`config.mk`:
```
export PLATFORM = sky130hd
export DESIGN_NAME = usm_out_flat
export DESIGN_NICKNAME = d
export VERILOG_FILES = /design/src/rtl/usm_pkg.sv /design/src/rtl/usm_stream_if.sv /design/src/rtl/usm_out.sv /design/src/flat_wrapper.sv
export SDC_FILE = /design/constraint.sdc
export NUM_CORES = 1
export LEC_CHECK = 0
export CAP_MARGIN = 20
export CORE_MARGIN = 3
export CORE_UTILIZATION = 36
export CTS_CLUSTER_SIZE = 10
export DETAILED_ROUTE_END_ITERATION = 7
export DONT_BUFFER_PORTS = 1
export SYNTH_ARGS = -nofsm -noshare
export SYNTH_HDL_FRONTEND = slang
export SYNTH_SLANG_ARGS = --single-unit
```
`constraint.sdc`:
```
create_clock -name clk -period 19.8 [get_ports clk]
set_input_delay 2.97 -clock clk [delete_from_list [all_inputs] [get_ports clk]]
set_output_delay 2.97 -clock clk [all_outputs]
set_load 0.005 [all_outputs]
```
`src/rtl/usm_pkg.sv`:
```
`default_nettype none
// ============================================================================
// UV sphere mesh unit package
// Shared widths, constants, codes, item types and the rounding helper.
// ============================================================================
package usm_pkg;

    localparam int COORD_W     = 9;
    localparam int RADIUS_W    = 16;
    localparam int POS_W       = 17;
    localparam int NORM_W      = 16;
    localparam int TEX_W       = 17;
    localparam int INDEX_W     = 17;
    localparam int DIVISOR_W   = 10;
    localparam int ANGLE_W     = 32;
    localparam int ANGLE_QW    = 33;
    localparam int TEX_QW      = 17;
    localparam int DIV_STAGES  = 33;
    localparam int SINE_STAGES = 7;
    localparam int CHAIN_LEN   = DIV_STAGES + SINE_STAGES + 4;

    localparam logic [COORD_W-1:0] MIN_WIDTH_SEGMENTS  = 9'd3;
    localparam logic [COORD_W-1:0] MIN_HEIGHT_SEGMENTS = 9'd2;

    localparam logic [ANGLE_W-1:0] QUARTER_TURN = 32'h4000_0000;
    localparam logic [TEX_W-1:0]   TEX_ONE      = 17'h1_0000;
    localparam logic [30:0]        Q30_ONE      = 31'h4000_0000;
    localparam logic [30:0]        K1           = 31'd1686629713;
    localparam logic [30:0]        K3           = 31'd693598668;
    localparam logic [30:0]        K5           = 31'd85569306;
    localparam logic [30:0]        K7           = 31'd5026995;
    localparam logic [30:0]        K9           = 31'd172272;

    localparam logic [63:0] DIR_LIMIT  = 64'h4000_0000;
    localparam logic [63:0] NORM_LIMIT = 64'd32767;
    localparam logic [63:0] POS_LIMIT  = 64'd65535;

    typedef enum logic {
        OP_VERTEX = 1'b0,
        OP_QUAD   = 1'b1
    } op_t;

    typedef enum logic [1:0] {
        CFG_RADIUS          = 2'd0,
        CFG_WIDTH_SEGMENTS  = 2'd1,
        CFG_HEIGHT_SEGMENTS = 2'd2
    } cfg_index_t;

    typedef struct packed {
        op_t              op;
        logic [INDEX_W-1:0] idx_a;
        logic [INDEX_W-1:0] idx_b;
        logic [TEX_W-1:0]   tex_u;
        logic [TEX_W-1:0]   tex_v;
    } side_t;

    typedef struct packed {
        op_t                      op;
        logic signed [POS_W-1:0]  pos_x;
        logic signed [POS_W-1:0]  pos_y;
        logic signed [POS_W-1:0]  pos_z;
        logic signed [NORM_W-1:0] norm_x;
        logic signed [NORM_W-1:0] norm_y;
        logic signed [NORM_W-1:0] norm_z;
        logic [TEX_W-1:0]         tex_u;
        logic [TEX_W-1:0]         tex_v;
        logic [INDEX_W-1:0]       idx_a;
        logic [INDEX_W-1:0]       idx_b;
    } item_t;

    // Rounds half away from zero after a right shift and limits the magnitude.
    function automatic logic [63:0] round_sat(input logic signed [63:0] p,
                                              input int unsigned sh,
                                              input logic [63:0] lim);
        logic        neg;
        logic [63:0] m;
        neg = p[63];
        m   = neg ? 64'(-p) : 64'(p);
        m   = (m + (64'd1 << (sh - 1))) >> sh;
        if (m > lim)
        begin
            m = lim;
        end
        return neg ? 64'(-m) : m;
    endfunction

endpackage
`default_nettype wire

```
`src/rtl/usm_stream_if.sv`:
```
`default_nettype none


interface usm_res_if;
    logic               valid;
    logic               ready;
    logic signed [16:0] pos_x;
    logic signed [16:0] pos_y;
    logic signed [16:0] pos_z;
    logic signed [15:0] norm_x;
    logic signed [15:0] norm_y;
    logic signed [15:0] norm_z;
    logic [16:0]        tex_u;
    logic [16:0]        tex_v;
    logic [16:0]        corner_first;
    logic [16:0]        corner_second;
    logic [16:0]        corner_third;
    logic               last;

    modport source (output valid, pos_x, pos_y, pos_z, norm_x, norm_y, norm_z,
                    tex_u, tex_v, corner_first, corner_second, corner_third,
                    last, input ready);
    modport sink (input valid, pos_x, pos_y, pos_z, norm_x, norm_y, norm_z,
                  tex_u, tex_v, corner_first, corner_second, corner_third,
                  last, output ready);
endinterface
`default_nettype wire

```
`src/rtl/usm_out.sv`:
```
`default_nettype none
// ============================================================================
// Result output stage
// Output register with a skid entry; a quad item leaves as two triangles.
// ============================================================================
module usm_out
    import usm_pkg::*;
(
    input  wire logic  clk,
    input  wire logic  rst_n,
    input  wire logic  pipe_valid,
    input  wire item_t pipe_item,
    output logic       pipe_ready,
    usm_res_if.source  result
);

    logic  out_valid_reg, out_valid_next;
    logic  phase_reg, phase_next;
    logic  skid_valid_reg, skid_valid_next;
    item_t out_item_reg, out_item_next;
    item_t skid_item_reg, skid_item_next;
    logic  xfer;
    logic  out_done;
    logic  out_free;
    logic  is_quad;

    assign is_quad    = out_item_reg.op == OP_QUAD;
    assign xfer       = out_valid_reg & result.ready;
    assign out_done   = xfer & (!is_quad | phase_reg);
    assign out_free   = !out_valid_reg | out_done;
    assign pipe_ready = !skid_valid_reg;

    always_comb
    begin
        out_valid_next  = out_valid_reg;
        phase_next      = phase_reg;
        skid_valid_next = skid_valid_reg;
        out_item_next   = out_item_reg;
        skid_item_next  = skid_item_reg;
        if (xfer && !out_done)
        begin
            phase_next = 1'b1;
        end
        if (out_done)
        begin
            out_valid_next = 1'b0;
            phase_next     = 1'b0;
        end
        if (skid_valid_reg)
        begin
            if (out_free)
            begin
                out_valid_next  = 1'b1;
                out_item_next   = skid_item_reg;
                phase_next      = 1'b0;
                skid_valid_next = 1'b0;
            end
        end
        else if (pipe_valid)
        begin
            if (out_free)
            begin
                out_valid_next = 1'b1;
                out_item_next  = pipe_item;
                phase_next     = 1'b0;
            end
            else
            begin
                skid_valid_next = 1'b1;
                skid_item_next  = pipe_item;
            end
        end
    end

    always_ff @(posedge clk or negedge rst_n)
    begin
        if (!rst_n)
        begin
            out_valid_reg  <= 1'b0;
            phase_reg      <= 1'b0;
            skid_valid_reg <= 1'b0;
        end
        else
        begin
            out_valid_reg  <= out_valid_next;
            phase_reg      <= phase_next;
            skid_valid_reg <= skid_valid_next;
        end
    end

    always_ff @(posedge clk)
    begin
        out_item_reg  <= out_item_next;
        skid_item_reg <= skid_item_next;
    end

    always_comb
    begin
        result.valid         = out_valid_reg;
        result.pos_x         = '0;
        result.pos_y         = '0;
        result.pos_z         = '0;
        result.norm_x        = '0;
        result.norm_y        = '0;
        result.norm_z        = '0;
        result.tex_u         = '0;
        result.tex_v         = '0;
        result.corner_first  = '0;
        result.corner_second = '0;
        result.corner_third  = '0;
        result.last          = 1'b1;
        if (!is_quad)
        begin
            result.pos_x  = out_item_reg.pos_x;
            result.pos_y  = out_item_reg.pos_y;
            result.pos_z  = out_item_reg.pos_z;
            result.norm_x = out_item_reg.norm_x;
            result.norm_y = out_item_reg.norm_y;
            result.norm_z = out_item_reg.norm_z;
            result.tex_u  = out_item_reg.tex_u;
            result.tex_v  = out_item_reg.tex_v;
        end
        else if (!phase_reg)
        begin
            result.corner_first  = out_item_reg.idx_a;
            result.corner_second = out_item_reg.idx_b;
            result.corner_third  = out_item_reg.idx_a + INDEX_W'(1);
            result.last          = 1'b0;
        end
        else
        begin
            result.corner_first  = out_item_reg.idx_b;
            result.corner_second = out_item_reg.idx_b + INDEX_W'(1);
            result.corner_third  = out_item_reg.idx_a + INDEX_W'(1);
        end
    end

`ifndef SYNTH
    // The skid entry only fills while the output register is occupied.
    a_skid_behind_out: assert property (@(posedge clk) disable iff (!rst_n)
        skid_valid_reg |-> out_valid_reg)
        else $error("skid entry holds an item while the output register is empty");

    // The second triangle phase belongs to a quad item on show.
    a_phase_quad: assert property (@(posedge clk) disable iff (!rst_n)
        phase_reg |-> (out_valid_reg && is_quad))
        else $error("second triangle phase without a quad item");

    // After the first triangle's transfer, the second one follows from the same item.
    a_second_triangle: assert property (@(posedge clk) disable iff (!rst_n)
        (xfer && is_quad && !phase_reg) |=> (out_valid_reg && phase_reg && is_quad))
        else $error("second triangle of a quad was lost");
`endif

endmodule
`default_nettype wire

```
`src/flat_wrapper.sv`:
```
// flat-port wrapper written by rule: the top's interface ports become plain ports
module usm_out_flat import usm_pkg::*;
  (clk, rst_n, pipe_valid, pipe_item, pipe_ready, result_valid, result_pos_x, result_pos_y, result_pos_z, result_norm_x, result_norm_y, result_norm_z, result_tex_u, result_tex_v, result_corner_first, result_corner_second, result_corner_third, result_last, result_ready);
  usm_res_if result_i ();
  input  wire logic clk;
  input  wire logic rst_n;
  input  wire logic pipe_valid;
  input  wire item_t pipe_item;
  output logic pipe_ready;
  output wire logic [$bits(result_i.valid)-1:0] result_valid;
  output wire logic [$bits(result_i.pos_x)-1:0] result_pos_x;
  output wire logic [$bits(result_i.pos_y)-1:0] result_pos_y;
  output wire logic [$bits(result_i.pos_z)-1:0] result_pos_z;
  output wire logic [$bits(result_i.norm_x)-1:0] result_norm_x;
  output wire logic [$bits(result_i.norm_y)-1:0] result_norm_y;
  output wire logic [$bits(result_i.norm_z)-1:0] result_norm_z;
  output wire logic [$bits(result_i.tex_u)-1:0] result_tex_u;
  output wire logic [$bits(result_i.tex_v)-1:0] result_tex_v;
  output wire logic [$bits(result_i.corner_first)-1:0] result_corner_first;
  output wire logic [$bits(result_i.corner_second)-1:0] result_corner_second;
  output wire logic [$bits(result_i.corner_third)-1:0] result_corner_third;
  output wire logic [$bits(result_i.last)-1:0] result_last;
  input wire logic [$bits(result_i.ready)-1:0] result_ready;
  assign result_valid = result_i.valid;
  assign result_pos_x = result_i.pos_x;
  assign result_pos_y = result_i.pos_y;
  assign result_pos_z = result_i.pos_z;
  assign result_norm_x = result_i.norm_x;
  assign result_norm_y = result_i.norm_y;
  assign result_norm_z = result_i.norm_z;
  assign result_tex_u = result_i.tex_u;
  assign result_tex_v = result_i.tex_v;
  assign result_corner_first = result_i.corner_first;
  assign result_corner_second = result_i.corner_second;
  assign result_corner_third = result_i.corner_third;
  assign result_last = result_i.last;
  assign result_i.ready = result_ready;
  usm_out u_core (.clk(clk), .rst_n(rst_n), .pipe_valid(pipe_valid), .pipe_item(pipe_item), .pipe_ready(pipe_ready), .result(result_i));
endmodule
```
======== Yosys cells after proc, flatten, opt, wreduce, memory -nomap -nowiden ========
Cells that the tools add are included.
storage, ports and cells
  register bits after elaboration ......... 339
  input port bits ......................... 172
  output and inout port bits .............. 187
operators by class
  add/subtract/negate cells ............... 2
  mux-type cells .......................... 31
  bitwise operators ....................... 6
  reductions and logical operators ........ 8
operators by type and width
  cell                   number
  $mux 168               4
  $mux 17                10
  $mux 16                3
  $add 17x1->17 const B  2
  $mux 1                 14
  $logic_not 1->1        4
  $reduce_and 3->1       1
  $and 1x1->1            2
  $not 1->1              2
  $or 1x1->1             2
  $reduce_and 2->1       1
  $reduce_bool 2->1      1
  $logic_and 1x1->1      1

======== Logic depth before layout (Yosys ltp) ========
Gate-level depths: netlist (run 1).
  word-level depth ........................ 10
  mapped depth ............................ 5

======== Worst setup path before layout (run 1) ========
Ideal clock, no wire load.
  kind .................................... input -> register
  from .................................... in result_ready
  to ...................................... reg u_core.skid_item_reg[0] in the netlist's numbering (enable)
  library setup time ...................... 935 ps
  arrival time ............................ 15269 ps
  setup slack ............................. 3596 ps
  stages .................................. 3
  buffers on the path ..................... 0
  path through ............................ nand2_1 nand2_1 nor3b_1
between the ends
  longest elaborated chain between the ends .. 5
ends and longest elaborated chain
  element                            RTL line            text
  start: declaration                 flat_wrapper.sv:23  input wire logic [$bits(result_i.ready)-1:0] result_ready;
  $and 1x1->1                        usm_out.sv:28       assign xfer = out_valid_reg & result.ready;
  $and 1x1->1                        usm_out.sv:29       assign out_done = xfer & (!is_quad | phase_reg);
  $or 1x1->1                         usm_out.sv:30       assign out_free = !out_valid_reg | out_done;
  $not 1->1 (no source line)         --
  $reduce_and 3->1 (no source line)  --
  end signal: assignment             usm_out.sv:94       skid_item_reg <= skid_item_next;
  end: declaration                   usm_out.sv:21       item_t skid_item_reg, skid_item_next;
No other way between the ends.
A chain may end at the register's enable or synchronous reset.

======== Worst setup path in the final report (run 1) ========
  from .................................... reg u_core.out_item_reg, in the netlist u_core.is_quad
  to ...................................... out result_pos_x[16]
between the ends
  longest elaborated chain between the ends .. 1
ends and longest elaborated chain
  element                   RTL line            text
  start: declaration        usm_out.sv:20       item_t out_item_reg, out_item_next;
  start signal: assignment  usm_out.sv:93       out_item_reg <= out_item_next;
  $mux 17                   usm_out.sv:112      if (!is_quad)
  end: declaration          flat_wrapper.sv:11  output wire logic [$bits(result_i.pos_x)-1:0] result_pos_x;
No other way between the ends.

==> flow_summary_export.csv, run 1 <==
group,metric,value,unit
grt,first_global_vias,7341,
status,status,"finished clean",
setup_path,crit_top_cell,"buf_4",
floorplan,die_w,204,microns
sta,min_period,5.76,ns
clocking,post_cts_resized,0,
placed_design,dp_cells,1339,
synth,synth_compound_area_frac,0.00460,
synth,yosysSeqAreaShare,0.718,
drt,via_count,7016,
drt,detail_route.wl_per_cell,22.4,microns
synth,ys_warn_count,0,
sta,post-route-period-util,0.291,
worst_hold_path,hp-class,"register to register",
synth,synthTopCellsByArea,"edfxtp_1 (71%), mux2_2 (13%), nor2b_1 (5.9%)",
setup_path,max_stage_delay,0.78,ns
drt,drcViolationCount,0,
synth,syn_area,14100,sq um
drt,antenna_left,0,
clocking,hold_buffers,0,
setup_path,cp-start-kind,"register",
synth,yosys-top-cells-count,"edfxtp_1 (336), mux2_2 (168), nor2b_1 (134)",
synth,synthMuxAreaShare,0.150,
placed_design,io_buffers,0,
drt,first_pass_iters,4,
worst_hold_path,min_to,"u_core.out_item_reg[88]",
setup_path,cp-end-kind,"output port",
clocking,clk_pin_slew_worst_paths,0.06,ns
synth,ys.flop_type,"edfxtp_1",
sta,setup_tns,0,ns
floorplan,io_pins,359,
power,vdd_drop_max,0.0689,mV
clocking,clockBufferDepth,3,
synth,syn_avg_cell_area,16.4,sq um
sta,rsz0062_at_grt,"no",
drt,routed_wl,31.4,mm
setup_path,cp-startpoint,"u_core.is_quad",
synth,yosysMostFrequentCell,"edfxtp_1",
sta,clock-skew-final,0.00952,ns
sta,fmax,174,MHz
synth,synth-simple-area-share,0.0991,
synth,yosys.area_share.xor_xnor,0.0130,
cells_and_area,layout.nets,1045,
power,leakage,0.00513,uW
grt,grt_usage,0.146,
clocking,clock_latency,0.54,ns
clocking,cts-root-buf,"clkbuf_16",
clocking,tritoncts,"yes",
sta,maxSlewViolCount,0,
synth,synth_top_family_by_area,"multiplexers",
clocking,post-cts-setup-buffers,0,
drt,vias_per_cell,5.01,
grt,antenna_found_initial,0,
setup_path,critPathSlowestCell,"edfxtp_1",
cells_and_area,largest_reg_flops,168,
cells_and_area,drive_gt1_frac,0.263,
setup_path,path_cells,"buf_4 > buf_4 > nor2b_1",
grt,grt_pass1_wl,46.4,mm
setup_path,crit_path_max_fanout,75,
setup_path,worstPathArrival,2.79,ns
setup_path,critical_path_class,"register to output port",
synth,netlist_instances,862,
setup_path,r2r_end,"u_core.skid_item_reg[155]",
sta,setup_violations,0,
clocking,clock-sinks,339,
floorplan,die_h,204,microns
floorplan,dieArea,41700,sq um
placed_design,hpwl,19.9,mm
floorplan,start_util,0.370,
floorplan,rows,71,
synth,synthAdderAreaFrac,0.00177,
setup_path,r2r_slack,16.73,ns
worst_hold_path,min_from,"u_core.skid_item_reg[88]",
synth,synth_nets,1036,
setup_path,worstRegToRegCells,6,
synth,async_flop_share,0.00885,
power,cellPowerDensity,122,nW/um^2
cells_and_area,area_growth,12.2,%
grt,grt_remaining_overflow,0,
cells_and_area,finalNonFillerCells,1400,
floorplan,core_area,38200,sq um
cells_and_area,fin_util,0.416,
synth,ys_ff_latch,339,
drt,drt_iter0_markers,400,
sta,relSlewSlack,0.160,
synth,synth_top_area_share,0.713,
placed_design,gp_congestion,0.767,
sta,timing.hold.ws,0.540,ns
synth,synth-edff-count,336,
worst_hold_path,hold_path_depth,1,
setup_path,r2r_start,"u_core.is_quad",
synth,synth_largest_area_cell,"edfxtp_1",
clocking,cts_buffers,41,
grt,grt_max_degree,169,
sta,finalHoldViolCount,0,
sta,worst_pin_slew,1.26,ns
clocking,h-tree-depth,2,
setup_path,crit_required,16.83,ns
flow_run,drv_cap,0,
synth,synth_cell_types,33,
[layer usage]
metal  share of wire  global-route usage  up-vias
met5               0                   0        -
met4           0.021              0.0528        0
met3           0.093              0.0548       44
met2            0.49               0.240      253
met1            0.40               0.175     3509
li1                -                   -     3210
[power by group]
part / switching [uW] / total, uW / internal [uW]
clock: 272 / 654 / 383
sequential: 53.5 / 985 / 931
combinational: 170 / 295 / 125
[worst max-delay path by stage]
stage                                           to  slack, ns  cells after the start
after floorplan            u_core.skid_item_reg[0]       3.60                      3
after global placement             result_pos_z[8]      14.20                      3
after detailed placement  result_corner_second[14]      14.54                      5
after CTS                 result_corner_second[14]      13.93                      5
after global routing              result_pos_x[16]      13.80                      3
final                             result_pos_x[16]      14.04                      3
[worst max-delay path, delay by kind of cell, from the launching register on]
kind | cells | cell delay (ns)
buffers and inverters | 2 | 1.18
and+or+nand+nor | 1 | 0.17
DFF | 1 | 0.78
[cell type report]
| cell class | instances | area (sq um) |
|---|---|---|
| clock buffers | 54 | 1090 |
| clock inverters | 5 | 33.8 |
| repair buffers | 8 | 105 |
| multi-input cells | 476 | 3810 |
| well taps | 511 | 639 |
| fillers | 3464 | 22300 |
| diodes | 2 | 5.00 |
| inverters | 5 | 18.8 |
| flip-flops and latches | 339 | 10200 |
[kinds of logic (layout without fill, tap and decap cells)]
logic type	after synthesis	in the layout
and+or+nand+nor	249	249
adders and majority gates	2	2
DFF	339	339
other	0	2
AOI/OAI and AO/OA	13	13
buffers and inverters	47	72
xor gates and xnor gates	21	21
muxes	191	191
[through the flow]
stage | power [uW] | setup WS [ns] | area, sq um
detailed placement | 1300 | 14.54 | 14700
global placement | 1300 | 14.20 | 14700
finish | 1930 | 14.04 | 15900
global route | 2020 | 13.80 | 15900
floorplan | 1250 | 3.60 | 14100
CTS | 1970 | 13.93 | 15900
[cell usage in the layout (no fill, tap or decap), types with 4 or more instances in the layout]
cell type and count:
nor4_1 4, nor2_1 43, nand3_1 10, mux2i_1 23
o21ai_0 7, nor2b_1 134, mux2_2 168, nand2_1 22
inv_1 4, xor2_1 9, edfxtp_1 336, buf_4 5
nand2b_1 6, xnor2_1 12, a21oi_1 5, nand4_1 7
or3_1 4, clkbuf_1 11, nor3_1 6, clkbuf_16 41
Power figures use the tool's default switching activity.
==> run 2: changes to the inputs <==
Clock period 19.8 ns to 5.6 ns, I/O delays scaled along.
==> run 2 against run 1 <==
Net effect:
- total power rose to 3.6 times the previous value
- via count up 2.9%
- non-clock buffer count up 5
- die area stayed put
- register-to-register slack got worse by 14 ns
==> flow_summary_export.csv, run 2 (synthesis gave the netlist of run 1 again) <==
group,metric,value,unit
flow_run,drv_cap,0,
clocking,tritoncts,"yes",
sta,setup_tns,0,ns
floorplan,start_util,0.370,
sta,maxSlewViolCount,0,
drt,drcViolationCount,0,
setup_path,worstPathArrival,2.68,ns
drt,via_count,7218,
clocking,cts_buffers,41,
drt,first_pass_iters,6,
sta,finalHoldViolCount,0,
cells_and_area,area_growth,12.8,%
grt,first_global_vias,7516,
cells_and_area,largest_reg_flops,168,
setup_path,critical_path_class,"register to output port",
sta,fmax,284,MHz
floorplan,die_w,204,microns
floorplan,die_h,204,microns
sta,min_period,3.52,ns
setup_path,critPathSlowestCell,"nor4_1",
grt,antenna_found_initial,0,
drt,vias_per_cell,5.15,
setup_path,path_cells,"buf_4 > nand3_1 > nor4_1 > nand3_1 > mux2i_1",
clocking,clock-sinks,339,
placed_design,io_buffers,0,
drt,drt_iter0_markers,316,
status,status,"finished clean",
sta,setup_violations,0,
cells_and_area,drive_gt1_frac,0.267,
floorplan,io_pins,359,
power,leakage,0.00517,uW
floorplan,core_area,38200,sq um
grt,grt_usage,0.149,
power,cellPowerDensity,434,nW/um^2
setup_path,crit_top_cell,"nand3_1",
sta,clock-skew-final,0.0153,ns
cells_and_area,antenna_cells,0,
sta,post-route-period-util,0.629,
floorplan,rows,71,
cells_and_area,final_common_cell,"edfxtp_1",
sta,rsz0062_at_grt,"no",
grt,grt_pass1_wl,47.4,mm
floorplan,dieArea,41700,sq um
drt,antenna_left,0,
setup_path,r2r_slack,2.67,ns
grt,grt_max_degree,92,
clocking,post_cts_resized,0,
sta,relSlewSlack,0.329,
clocking,clock_latency,0.54,ns
power,vdd_drop_max,0.231,mV
cells_and_area,layout_common_cells,"edfxtp_1 (336), mux2_2 (168), nor2b_1 (134)",
setup_path,max_stage_delay,0.70,ns
setup_path,cp-start-kind,"register",
cells_and_area,fill_cells,3417,
placed_design,gp_congestion,0.780,
drt,detail_route.wl_per_cell,22.9,microns
clocking,cts-root-buf,"clkbuf_16",
clocking,clockBufferDepth,3,
setup_path,crit_path_max_fanout,24,
setup_path,cp-end-kind,"output port",
clocking,h-tree-depth,2,
worst_hold_path,hp-class,"input port to register",
drt,routed_wl,32.1,mm
cells_and_area,final_area,16000,sq um
placed_design,hpwl,21.3,mm
placed_design,post_dp_cell_area,14800,sq um
grt,grt_remaining_overflow,0,
setup_path,crit_required,4.76,ns
cells_and_area,layout.nets,1050,
sta,worst_pin_slew,1.01,ns
clocking,clk_pin_slew_worst_paths,0.06,ns
-- run 2: layout make-up --
| type | count | area (sq um) | area share |
|---|---|---|---|
| Tap cell | 511 | 639 | 0.0401 |
| Clock buffer | 52 | 1110 | 0.0695 |
| Timing Repair Buffer | 13 | 113 | 0.00706 |
| Multi-Input combinational cell | 476 | 3840 | 0.241 |
| Sequential cell | 339 | 10200 | 0.637 |
| Inverter | 5 | 18.8 | 0.00118 |
| Clock inverter | 6 | 61.3 | 0.00384 |
-- run 2: what timing repair did --
item | 4_1_cts | 5_1_grt
buffers inserted | 0 | 0
hold buffers | 1 | 0
hold endpoints to repair | 3 | 0
-- run 2: through the flow --
stage	std cells	setup slack (ns)	util	hold WS [ns]	total power, uW
6_report	1402	2.08	0.418	0.389	6920
5_1_grt	1402	1.92	0.418	0.346	7240
4_1_cts	1402	2.01	0.418	0.343	7040
3_5_place_dp	1343	2.61	0.387	0.531	4610
3_3_place_gp	1343	2.64	0.387	0.528	4600
2_1_floorplan	862	-0.0511	-	0.523	4320
-- run 2: report_power, final --
part / total [uW] / internal, uW / switching, uW
Combinational: 1070 / 444 / 624
Clock: 2380 / 1420 / 964
Sequential: 3470 / 3290 / 187
-- run 2: worst max-delay path, delay by kind of cell, from the launching register on --
| family | cells | cell delay, ns |
|---|---|---|
| flops | 1 | 0.36 |
| buf+inv | 1 | 0.36 |
| mux | 1 | 0.31 |
| simple gates | 3 | 1.10 |
-- run 2: routing by layer --
metal / GRT usage / vias to the layer above / share of wire
met2: 0.237 / 297 / 0.47
met1: 0.184 / 3639 / 0.40
met3: 0.0599 / 61 / 0.099
li1: - / 3221 / -
met5: 0 / - / 0
met4: 0.0538 / 0 / 0.031
-- run 2: path summary, 6_finish.rpt --
kind / endpoint / start / cells past startpoint
setup / recovery: result_corner_second[14] / u_core.phase_reg / 5
setup reg to reg: u_core.out_item_reg[81] / u_core.skid_valid_reg / 4
max in group asynchronous: u_core.skid_valid_reg / rst_n / 1
hold reg to reg: u_core.out_item_reg[16] / u_core.skid_item_reg[16] / 1
hold / removal: u_core.skid_item_reg[118] / pipe_item[118] / 0
min in group asynchronous: u_core.skid_valid_reg / rst_n / 1
