$ cat src/rtl/usm_pkg.sv
`default_nettype none
// ============================================================================
// UV sphere mesh unit package
// Shared widths, constants, codes, item types and the rounding helper.
// ============================================================================
package usm_pkg;

    localparam int COORD_W     = 9;
    localparam int RADIUS_W    = 16;
    localparam int POS_W       = 17;
    localparam int NORM_W      = 16;
    localparam int TEX_W       = 17;
    localparam int INDEX_W     = 17;
    localparam int DIVISOR_W   = 10;
    localparam int ANGLE_W     = 32;
    localparam int ANGLE_QW    = 33;
    localparam int TEX_QW      = 17;
    localparam int DIV_STAGES  = 33;
    localparam int SINE_STAGES = 7;
    localparam int CHAIN_LEN   = DIV_STAGES + SINE_STAGES + 4;

    localparam logic [COORD_W-1:0] MIN_WIDTH_SEGMENTS  = 9'd3;
    localparam logic [COORD_W-1:0] MIN_HEIGHT_SEGMENTS = 9'd2;

    localparam logic [ANGLE_W-1:0] QUARTER_TURN = 32'h4000_0000;
    localparam logic [TEX_W-1:0]   TEX_ONE      = 17'h1_0000;
    localparam logic [30:0]        Q30_ONE      = 31'h4000_0000;
    localparam logic [30:0]        K1           = 31'd1686629713;
    localparam logic [30:0]        K3           = 31'd693598668;
    localparam logic [30:0]        K5           = 31'd85569306;
    localparam logic [30:0]        K7           = 31'd5026995;
    localparam logic [30:0]        K9           = 31'd172272;

    localparam logic [63:0] DIR_LIMIT  = 64'h4000_0000;
    localparam logic [63:0] NORM_LIMIT = 64'd32767;
    localparam logic [63:0] POS_LIMIT  = 64'd65535;

    typedef enum logic {
        OP_VERTEX = 1'b0,
        OP_QUAD   = 1'b1
    } op_t;

    typedef enum logic [1:0] {
        CFG_RADIUS          = 2'd0,
        CFG_WIDTH_SEGMENTS  = 2'd1,
        CFG_HEIGHT_SEGMENTS = 2'd2
    } cfg_index_t;

    typedef struct packed {
        op_t              op;
        logic [INDEX_W-1:0] idx_a;
        logic [INDEX_W-1:0] idx_b;
        logic [TEX_W-1:0]   tex_u;
        logic [TEX_W-1:0]   tex_v;
    } side_t;

    typedef struct packed {
        op_t                      op;
        logic signed [POS_W-1:0]  pos_x;
        logic signed [POS_W-1:0]  pos_y;
        logic signed [POS_W-1:0]  pos_z;
        logic signed [NORM_W-1:0] norm_x;
        logic signed [NORM_W-1:0] norm_y;
        logic signed [NORM_W-1:0] norm_z;
        logic [TEX_W-1:0]         tex_u;
        logic [TEX_W-1:0]         tex_v;
        logic [INDEX_W-1:0]       idx_a;
        logic [INDEX_W-1:0]       idx_b;
    } item_t;

    // Rounds half away from zero after a right shift and limits the magnitude.
    function automatic logic [63:0] round_sat(input logic signed [63:0] p,
                                              input int unsigned sh,
                                              input logic [63:0] lim);
        logic        neg;
        logic [63:0] m;
        neg = p[63];
        m   = neg ? 64'(-p) : 64'(p);
        m   = (m + (64'd1 << (sh - 1))) >> sh;
        if (m > lim)
        begin
            m = lim;
        end
        return neg ? 64'(-m) : m;
    endfunction

endpackage
`default_nettype wire

$ cat src/rtl/usm_div.sv
`default_nettype none
// ============================================================================
// Pipelined rounding divider
// Computes (n * 2^(QW-1) + d/2) / d, one quotient bit per stage; stages past QW only hold it.
// ============================================================================
module usm_div
    import usm_pkg::*;
#(
    parameter int QW    = 17,
    parameter int STEPS = 17
)
(
    input  wire logic                 clk,
    input  wire logic                 en,
    input  wire logic [COORD_W-1:0]   numer,
    input  wire logic [DIVISOR_W-1:0] divisor,
    output logic      [QW-1:0]        quot
);

    logic [DIVISOR_W-1:0] rem_reg [QW-1];
    logic [QW-1:0]        nq_reg  [STEPS];

    for (genvar i = 0; i < STEPS; i++)
    begin : g_stage
        logic [QW-1:0] q_src;

        if (i == 0)
        begin : g_first
            assign q_src = {numer[0], (QW-1)'(divisor >> 1)};
        end
        else
        begin : g_next
            assign q_src = nq_reg[i-1];
        end

        if (i < QW)
        begin : g_calc
            logic [DIVISOR_W-1:0] r_src;
            logic [DIVISOR_W:0]   r_sh;
            logic                 ge;
            if (i == 0)
            begin : g_r_first
                assign r_src = DIVISOR_W'(numer >> 1);
            end
            else
            begin : g_r_next
                assign r_src = rem_reg[i-1];
            end
            assign r_sh = {r_src, q_src[QW-1]};
            assign ge   = r_sh >= {1'b0, divisor};
            always_ff @(posedge clk)
            begin
                if (en)
                begin
                    nq_reg[i] <= {q_src[QW-2:0], ge};
                end
            end
            if (i < QW - 1)
            begin : g_rem
                always_ff @(posedge clk)
                begin
                    if (en)
                    begin
                        rem_reg[i] <= ge ? DIVISOR_W'(r_sh - {1'b0, divisor})
                                         : r_sh[DIVISOR_W-1:0];
                    end
                end
            end
        end
        else
        begin : g_hold
            always_ff @(posedge clk)
            begin
                if (en)
                begin
                    nq_reg[i] <= q_src;
                end
            end
        end
    end

    assign quot = nq_reg[STEPS-1];

endmodule
`default_nettype wire

$ cat config.mk
export PLATFORM = sky130hd
export DESIGN_NAME = usm_div
export DESIGN_NICKNAME = d
export VERILOG_FILES = /design/src/rtl/usm_pkg.sv /design/src/rtl/usm_div.sv
export SDC_FILE = /design/constraint.sdc
export NUM_CORES = 1
export LEC_CHECK = 0
export BUFFER_PORTS_ARGS = -buffer_cell sky130_fd_sc_hd__buf_4
export CAP_MARGIN = 20
export CORE_MARGIN = 10
export CORE_UTILIZATION = 56
export CTS_CLUSTER_SIZE = 20
export DETAILED_ROUTE_END_ITERATION = 10
export HOLD_SLACK_MARGIN = 0.02
export PLACE_DENSITY = 0.75
export SYNTH_ARGS = -nofsm -noshare
export SYNTH_HDL_FRONTEND = slang
export SYNTH_SLANG_ARGS = --single-unit
$ cat constraint.sdc
create_clock -name clk -period 3.1 [get_ports clk]
set_clock_uncertainty 0.05 [all_clocks]
set_input_delay 0.31 -clock clk [delete_from_list [all_inputs] [get_ports clk]]
set_output_delay 0.31 -clock clk [all_outputs]
set_load 0.01 [all_outputs]
**Yosys cells after proc, flatten, opt, wreduce, memory -nomap -nowiden**

Memory sizes are Yosys's and may differ from the RTL's.
Index checks and enable logic that the tools add are counted.

- Memory bits (writable): 449
- Input port bits: 21
- Register bits after elaboration: 0
- Memories kept: 2

Memory list:

| memory | words | width | rd ports | clocked after Yosys merged registers in | write ports | RTL line | text |
|---|---|---|---|---|---|---|---|
| nq_reg | 17 | 17 | 17 | 0 | 17 | usm_div.sv:21 | `logic [QW-1:0] nq_reg [STEPS];` |
| rem_reg | 16 | 10 | 16 | 0 | 16 | usm_div.sv:20 | `logic [DIVISOR_W-1:0] rem_reg [QW-1];` |

- Add/subtract/negate cells: 16
- Order comparisons: 17
- Multiplexer cells: 18

Operator list:

| operator | count |
|---|---|
| $ge A11 B10 Y1 | 16 |
| $mux W10 | 16 |
| $sub A10 B10 Y10 | 15 |
| $ge A9 B10 Y1 | 1 |
| $sub A9 B10 Y10 | 1 |
| $mux W1 | 2 |

**Depth between registers and ports, before layout**

Gate-level depths: netlist (run 1).
An unclocked memory read counts as a cell.

- Word-level depth: 3
- Mapped depth: 10

**Worst setup path after synthesis (run 1)**

Ideal clock, no wire load.

- Path kind: input -> register
- Start point: in divisor[1]
- End point: mem rem_reg[15][1] (netlist: rem_reg[1][71]), data pin
- Buffers on the path: 1
- Stages on the path: 9
- Setup slack: -159 ps
- Library setup time: 260 ps
- Arrival: 2949 ps
- Path through: inv_1 -> ha_1 -> nor2b_1 -> o31a_1 -> o21ai_2 -> o21ai_1 -> a41o_1 -> buf_6 -> mux2_4

RTL lines:

| what | RTL line | text |
|---|---|---|
| start: declaration | usm_div.sv:16 | `input wire logic [DIVISOR_W-1:0] divisor,` |
| end: declaration | usm_div.sv:20 |  |

==> out/metrics.yaml, run 1 <==
floorplanning:
  die_h_um: 216.4
  pin_count: 38
  start_util_pct: 57.06
  fp.dieW_um: 216.4
  design.core.area_um2: 37840
  rows: 71
  dieArea_um2: 46810
routing:
  wl_met3_um: 1707
  drt_iter0_markers: 990
  drcViolationCount: 0
  final_antenna_net_count: 0
  routed-wl-met2_um: 20230
  route.detailed.wl_per_inst_um: 17.78
  drtPass1Iterations: 5
  top_layer_used: "met4"
  routed_via_density: 5.734
  vias: 13349
  wirelength_um: 41390
  wl_met1_um: 18610
synth:
  ys_seq_area_share_pct: 58.55
  ys_top_cells_by_area: "edfxtp_1 59%, ha_1 9.8%, a21oi_1 2.9%"
  yosys.cell_count.top_type: "edfxtp_1"
  synth_common_cells: "421 x edfxtp_1, 169 x ha_1, 124 x a21oi_1, 118 x nand2_1, 107 x o21ai_0"
  syn_area_per_cell_um2: 13.56
  synth_cells: 1593
  yosysUniqueCellTypes: 64
  synth-edff-count: 421
  ys_ff_latch: 421
  synth_top_cell_by_area: "edfxtp_1"
  syn-num-nets: 1799
  synthArstFlopShare_pct: 0
  synth_top_area_share_pct: 58.55
  yosysWarnings: 0
  synth_ff_type: "edfxtp_1"
  syn_area_um2: 21590
worst_hold_path:
  min_path_type: "in2reg"
clocking:
  clk_pin_slew_ns: 0.06
  clockBufferDepth: 3
  cts_sinks: 421
  cts-root-buf: "clkbuf_16"
  postCtsSetupRepairBufs: 0
  tritoncts: "built"
  clk_latency_ns: 0.58
  h-tree-depth: 2
  cts_made_buffers: 45
placement:
  dp.cells: 2227
  portBuffers: 37
  routabilityCongestion: 0.8745
  dp_hpwl_um: 28210
sta:
  tightestPinTransition_ns: 0.7614
  timing.setup.tns_ns: 0
  finalHoldViolations: 0
  slew_headroom_pct: 49.19
  rsz0062_at_grt: "false"
  fin_crit_sh_pct: 94.44
  setup_viol: 0
  max_freq_mhz: 341.6
  period_minus_slack_ns: 2.928
  slew_violations: 0
finish:
  diodes: 0
  syn2layout_area_growth_pct: 15.85
  layout-drive-gt1-share_pct: 16.40
  largest_register_ffs: 261
  fin_nets: 1987
  final_cells: 2328
global_route:
  antenna_found_initial: 0
  grt_max_degree: 74
  gr-usage-all-layers_pct: 17.63
  globalRouteOverflowTotal: 0
  grt_pass1_vias: 13339
  grt_pass1_wl_um: 67500
flow_run:
  maxCapViolations: 0
worst_setup_path:
  slowest_delay_ns: 0.53
  cp-end-kind: "register"
  critPathMaxFanout: 17
  cp-start-kind: "input pin"
  slowest_stage: "dlygate4sd3_1"
  crit_chain: "dlygate4sd3_1 > buf_4 > clkinvlp_4 > buf_12 > buf_4 > fa_1 > a211o_1 > a21oi_1 > o21ai_0 > a21oi_1 > xnor2_1 > mux2_2"
  required_ns: 3.39
  crit_arrival_ns: 3.21
  critPathKind: "in2reg"
  rrSetupSlack_ns: 0.35
run_status:
  outcome: "complete, no violations"
power:
  p_leak_nw: 9.705
  power_density_nw_per_um2: 960.4
  ir_drop_v: 0.0005241
[per-stage QoR]
stage	power (W)	setup slack, ns	hold slack [ns]	cell area, um2	utilization, %
2_1_floorplan	0.01605	0.03498	0.3503	21600	-
3_3_place_gp	0.01841	0.1826	0.3505	23390	61.80
3_5_place_dp	0.01880	0.1323	0.3545	23390	61.80
4_1_cts	0.02409	0.1871	0.1883	24990	66.05
5_1_grt	0.02565	0.01126	0.2079	25020	66.10
6_report	0.02403	0.1724	0.1917	25020	66.10
[layer usage]
layer / GRT usage (%) / vias to the layer above
met5: 0 / -
met4: 5.453 / 0
met3: 2.994 / 56
met2: 29.91 / 250
met1: 22.71 / 6530
li1: - / 6513
[cell usage in the layout, fill, tap and decap left out, drive strengths merged, types with 22 or more instances in the layout]
master | Yosys | routed
clkinv | 1 | 25
xor2 | 54 | 54
a21oi | 125 | 125
buf | 20 | 143
mux2 | 84 | 84
nor2 | 68 | 68
a21o | 29 | 29
ha | 169 | 169
edfxtp | 421 | 421
clkbuf | 0 | 50
nand2 | 118 | 118
nand2b | 23 | 23
mux2i | 22 | 22
o21ai | 116 | 116
nor3 | 23 | 23
inv | 55 | 56
xnor2 | 40 | 40
[cell type report]
type                    count  area [um2]
repair buffers            161        1449
fillers                  2773       12830
clock buffers              50        1145
well taps                 511       639.4
clock inverters            33       282.8
inverters                  56       214.0
multi-input cells        1096        8645
flip-flops and latches    421       12640
[logic make-up after synthesis]
logic type	count (synthesis)	synth area share, %
flops	421	58.55
compound gates	415	12.66
simple gates	296	6.519
fa+ha+maj	185	11.28
mux	106	5.661
xor+xnor	94	3.813
buf+inv	76	1.524
[worst paths after layout]
path                                      from              to  cells past startpoint
worst min register to register  nq_reg[1][117]  nq_reg[1][135]                      0
worst min-delay path                        en   nq_reg[0][34]                      1
worst max register to register  rem_reg[1][10]  rem_reg[1][23]                      7
worst max-delay path                divisor[1]   rem_reg[1][8]                     12
[worst max-delay path: cells and delay by family]
kind                       cells  cell delay [ns]
adders and majority gates      1             0.51
muxes                          1             0.25
buffers and inverters          5             1.15
xor gates and xnor gates       1             0.07
AOI/OAI and AO/OA              4             0.91
[timing repair]
action	in CTS	in global routing
hold buffers	18	0
resized for setup	0	2
setup endpoints to repair	0	16
endpoints found under the hold margin	18	0
[power breakdown]
| part | total (W) | leakage (nW) | internal (W) | switching, W |
|---|---|---|---|---|
| Sequential | 0.00897 | 4.12 | 0.00829 | 0.000679 |
| Clock | 0.00516 | 0.692 | 0.00294 | 0.00222 |
| Combinational | 0.00989 | 4.89 | 0.00478 | 0.00512 |
Note: power is estimated with default switching activity, not from simulation.
==> inputs of run 2 (changes only) <==
--- a/config.mk
+++ b/config.mk
@@ -7,6 +7,7 @@
 export LEC_CHECK = 0
 export BUFFER_PORTS_ARGS = -buffer_cell sky130_fd_sc_hd__buf_4
 export CAP_MARGIN = 20
+export CORE_ASPECT_RATIO = 1.75
 export CORE_MARGIN = 10
 export CORE_UTILIZATION = 56
 export CTS_CLUSTER_SIZE = 20
==> out/metrics.yaml, run 2 (same netlist as run 1, synthesis figures left out) <==
run_status:
  outcome: "complete, no violations"
power:
  ir_drop_v: 0.0005920
  power_density_nw_per_um2: 964.0
  p_total_w: 0.02384
  p_leak_nw: 9.568
clocking:
  cts-root-buf: "clkbuf_16"
  cts_sinks: 421
  postCtsSetupRepairBufs: 0
  clk_pin_slew_ns: 0.06
  clk_latency_ns: 0.54
  h-tree-depth: 2
  tritoncts: "built"
  clockBufferDepth: 3
  cts_made_buffers: 40
sta:
  slew_headroom_pct: 47.90
  worst_slack_ns: 0.05859
  timing.setup.tns_ns: 0
  finalHoldViolations: 0
  period_minus_slack_ns: 3.041
  fin_crit_sh_pct: 98.11
  rsz0062_at_grt: "false"
  max_freq_mhz: 328.8
  slew_violations: 0
  setup_viol: 0
  tightestPinTransition_ns: 0.7815
  worst_hold_slack_ns: 0.05733
placement:
  dp_slack_ns: 0.1077
  dpl-instance-area_um2: 23240
  portBuffers: 37
  dp_hpwl_um: 30750
  routabilityCongestion: 0.9143
worst_setup_path:
  crit_chain: "dlygate4sd3_1 > buf_4 > inv_1 > buf_12 > ha_1 > o211ai_1 > a21oi_2 > o41ai_4 > nor2_2 > o21ai_4 > buf_12 > mux2_4"
  timing.rr.end: "rem_reg[1][31]"
  cp_num_buf_inv: 5
  worstRegToRegCells: 7
  slowest_stage: "dlygate4sd3_1"
  critPathMaxFanout: 9
  required_ns: 3.33
  cp-start-kind: "input pin"
  cp-end-kind: "register"
  path_common_cell: "buf_12"
  slowest_delay_ns: 0.54
  critPathKind: "in2reg"
  cp_top_family: "buffers and inverters"
  rrSetupSlack_ns: 0.36
  timing.rr.start: "rem_reg[1][20]"
  crit_arrival_ns: 3.27
floorplanning:
  rows: 95
  fp.dieW_um: 168.4
  die_h_um: 279.8
  start_util_pct: 56.42
  pin_count: 38
  design.core.area_um2: 38270
  dieArea_um2: 47120
routing:
  drcViolationCount: 0
  drtPass1Iterations: 5
  final_antenna_net_count: 0
  routed_via_density: 5.908
  route.detailed.wl_per_inst_um: 19.23
  wirelength_um: 43640
  vias: 13406
  drt_iter0_markers: 735
finish:
  final_area_um2: 24730
  final_common_cell: "edfxtp_1"
  largest_register_ffs: 261
  diodes: 0
  syn2layout_area_growth_pct: 14.52
  most-common-layout-cells: "421 x edfxtp_1, 169 x ha_1, 124 x a21oi_1, 118 x nand2_1, 107 x o21ai_0"
  nFillCells: 2823
  fin_nets: 1959
  layout-drive-gt1-share_pct: 15.19
worst_hold_path:
  min_path_cells: 3
  hold_end: "rem_reg[0][7]"
  min_path_type: "in2reg"
  worstHoldStart: "numer[7]"
global_route:
  grt_max_degree: 88
  globalRouteOverflowTotal: 0
  grt_pass1_wl_um: 70510
  grt_pass1_vias: 14065
  antenna_found_initial: 0
  gr-usage-all-layers_pct: 18.50
flow_run:
  maxCapViolations: 0
[run 2: timing repair]
| action | 4_1_cts | 5_1_grt |
|---|---|---|
| endpoints found under the setup margin | 0 | 1 |
| hold buffers | 13 | 0 |
| endpoints found under the hold margin | 13 | 0 |
| resized for setup | 0 | 1 |
[run 2: per-layer routing]
| layer | vias to the layer above | track usage, % | share of wire, % |
|---|---|---|---|
| li1 | 6448 | - | - |
| met5 | - | 0 | 0 |
| met3 | 128 | 2.329 | 3.4 |
| met1 | 6543 | 18.83 | 36 |
| met2 | 287 | 35.80 | 56 |
| met4 | 0 | 9.113 | 4.7 |
[run 2: final cells by class]
type                       count  area, um2  share of cell area [%]
clock buffer                  48       1052                   4.255
sequential                   421      12640                   51.13
inverter                      56      214.0                  0.8653
timing repair buffer         138       1292                   5.227
multi-input combinational   1096       8622                   34.87
tap                          485      606.8                   2.454
clock inverter                25      297.8                   1.204
[run 2: stage by stage]
stage	std cells	util (%)
3_3_place_gp	2183	60.73
6_report	2269	64.61
4_1_cts	2269	64.60
3_5_place_dp	2183	60.73
5_1_grt	2269	64.61
2_1_floorplan	1593	-
[run 2: worst max-delay path by stage]
| stage | depth (start not counted) | start | endpoint | slack (ns) |
|---|---|---|---|---|
| global route | 12 | divisor[2] | rem_reg[0][35] | 0.004 |
| detailed placement | 11 | divisor[2] | rem_reg[0][33] | 0.11 |
| finish | 12 | divisor[2] | rem_reg[0][33] | 0.06 |
| floorplan | 9 | divisor[1] | rem_reg[1][12] | 0.03 |
| CTS | 12 | divisor[2] | rem_reg[0][31] | 0.11 |
| global placement | 10 | divisor[1] | rem_reg[0][38] | 0.17 |
[run 2: report_power, final]
part	internal [W]	switching, W	leakage, nW	total, W
sequential	0.00829	0.000744	4.12	0.00904
combinational	0.00469	0.00510	4.80	0.00979
clock	0.00295	0.00206	0.652	0.00501
total	0.0159	0.00791	9.57	0.0238
[run 2: worst register-to-register path: cells and delay by family (launching register included)]
family	cells	cell delay (ns)
simple gates	2	0.25
compound gates	3	1.02
mux	1	0.40
flops	1	0.46
fa+ha+maj	1	0.32
==> inputs of run 3 (changes only) <==
--- a/config.mk
+++ b/config.mk
@@ -9,11 +9,12 @@
 export CAP_MARGIN = 20
 export CORE_ASPECT_RATIO = 1.75
 export CORE_MARGIN = 10
-export CORE_UTILIZATION = 56
+export CORE_UTILIZATION = 60
 export CTS_CLUSTER_SIZE = 20
 export DETAILED_ROUTE_END_ITERATION = 10
+export GPL_TIMING_DRIVEN = 0
 export HOLD_SLACK_MARGIN = 0.02
-export PLACE_DENSITY = 0.75
+export PLACE_DENSITY = 0.77
 export SYNTH_ARGS = -nofsm -noshare
 export SYNTH_HDL_FRONTEND = slang
 export SYNTH_SLANG_ARGS = --single-unit
==> constraint.sdc (replaced) <==
create_clock -name clk -period 3.3 [get_ports clk]
set_clock_uncertainty 0.05 [all_clocks]
set_input_delay 0.33 -clock clk [delete_from_list [all_inputs] [get_ports clk]]
set_output_delay 0.33 -clock clk [all_outputs]
set_load 0.01 [all_outputs]
==> out/metrics.yaml, run 3 (same netlist as run 1, synthesis figures left out) <==
routing:
  drcViolationCount: 0
  vias: 13283
  routed-wl-met2_um: 23010
  drtPass1Iterations: 5
  wl_met3_um: 1540
  drt_iter0_markers: 590
  final_antenna_net_count: 0
  routed_via_density: 6.076
  wl_met1_um: 15470
  top_layer_used: "met4"
  wirelength_um: 43120
  route.detailed.wl_per_inst_um: 19.72
placement:
  dp.cells: 2103
  dp_slack_ns: -0.7167
  dpl-instance-area_um2: 22670
  dp_hpwl_um: 29980
  portBuffers: 37
  routabilityCongestion: 0.8523
sta:
  worst_slack_ns: 0.1295
  worst_hold_slack_ns: 0.04093
  setup_viol: 0
  tightestPinTransition_ns: 1.142
  max_freq_mhz: 315.4
  period_minus_slack_ns: 3.171
  rsz0062_at_grt: "false"
  finalHoldViolations: 0
  slew_headroom_pct: 23.78
  slew_violations: 0
  fin_crit_sh_pct: 96.08
floorplanning:
  fp.dieW_um: 163.4
  dieArea_um2: 44280
  pin_count: 38
  die_h_um: 271.0
  design.core.area_um2: 35410
  rows: 91
  start_util_pct: 60.98
clocking:
  clk_pin_slew_ns: 0.06
  clk_latency_ns: 0.54
  cts-root-buf: "clkbuf_16"
  tritoncts: "built"
  cts_sinks: 421
  clockBufferDepth: 3
  h-tree-depth: 2
  postCtsSetupRepairBufs: 0
  cts_made_buffers: 40
worst_setup_path:
  rrSetupSlack_ns: 0.51
  slowest_stage: "dlygate4sd3_1"
  critPathKind: "in2reg"
  crit_chain: "dlygate4sd3_1 > buf_4 > clkinvlp_4 > buf_16 > ha_1 > a21oi_1 > nor2b_1 > o21ai_0 > a311o_1 > buf_2 > mux2_2"
  crit_arrival_ns: 3.40
  cp_top_family: "buffers and inverters"
  cp-end-kind: "register"
  critPathMaxFanout: 10
  required_ns: 3.53
  cp-start-kind: "input pin"
  slowest_delay_ns: 0.54
  cp_num_buf_inv: 5
power:
  p_total_w: 0.02188
  power_density_nw_per_um2: 907.4
  p_leak_nw: 9.224
  sw_frac_of_total_pct: 34.14
  p_int_w: 0.01441
  p_sw_w: 0.007469
  p_clk_share_pct: 20.8
  power_frac_comb_pct: 40.8
  ir_drop_v: 0.0005875
  p_seq_share_pct: 38.4
finish:
  final_cells: 2186
  most-common-layout-cells: "421 x edfxtp_1, 169 x ha_1, 121 x a21oi_1, 118 x nand2_1, 107 x o21ai_0"
  syn2layout_area_growth_pct: 11.68
  final_area_um2: 24110
  diodes: 0
  largest_register_ffs: 261
  final_common_cell: "edfxtp_1"
  layout-drive-gt1-share_pct: 12.84
  fin_nets: 1897
run_status:
  outcome: "complete, no violations"
global_route:
  grt_max_degree: 135
  gr-usage-all-layers_pct: 19.38
  grt_pass1_vias: 13604
  grt_pass1_wl_um: 68520
  antenna_found_initial: 0
  globalRouteOverflowTotal: 0
flow_run:
  maxCapViolations: 0
worst_hold_path:
  min_path_type: "in2reg"
-- run 3: cell types whose count changed in the layout (fill, tap and decap cells not counted), sizes merged --
| cell | change |
|---|---|
| buf | -59 |
| clkinvlp | +4 |
| dlygate4sd3 | -3 |
| inv | -3 |
| bufinv | -2 |
| clkbuf | -2 |
| clkinv | +2 |
-- run 3: worst paths after layout --
kind | from | endpoint | cells past startpoint
max | divisor[8] | rem_reg[1][64] | 11
min | numer[3] | rem_reg[0][3] | 3
max reg2reg | rem_reg[1][0] | rem_reg[1][18] | 8
min reg2reg | nq_reg[1][111] | nq_reg[1][129] | 0
-- run 3: stage by stage --
stage | setup TNS, ns | util, %
after floorplan | 0 | -
after global placement | -644.70 | 63.41
after detailed placement | -32.65 | 64.01
after CTS | 0 | 67.96
after global routing | 0 | 68.10
final | 0 | 68.10
-- run 3: routing by layer --
layer | vias to the layer above | global-route usage, %
met5 | - | 0
met4 | 0 | 13.52
met3 | 156 | 2.509
met2 | 315 | 35.27
met1 | 6452 | 19.82
li1 | 6360 | -
-- run 3: power by group through the flow --
stage	logic, W	registers, W	clock network (W)
global placement	0.00848	0.00848	0
CTS	0.00890	0.00840	0.00467
detailed placement	0.00882	0.00850	0
finish	0.00893	0.00840	0.00455
floorplan	0.00684	0.00823	0
global route	0.00992	0.00852	0.00485
-- run 3: area by class of cell --
| type | instances | area, um2 |
|---|---|---|
| Sequential cell | 421 | 12640 |
| Fill cell | 2466 | 11300 |
| Multi-Input combinational cell | 1096 | 8642 |
| Clock buffer | 46 | 1045 |
| Timing Repair Buffer | 56 | 618.1 |
| Tap cell | 465 | 581.8 |
| Clock inverter | 26 | 251.5 |
| Inverter | 56 | 215.2 |
| Buffer | 20 | 118.9 |
-- run 3: what timing repair did --
action	4_1_cts	5_1_grt
hold buffers	10	0
gates resized for setup	1	5
endpoints found under the setup margin	4	34
endpoints found under the hold margin	10	0
-- run 3: tightest hold or removal path, cell delays in order --
cell	delay (ns)
buf_4	0.09
nand2_1	0.04
o21ai_0	0.05
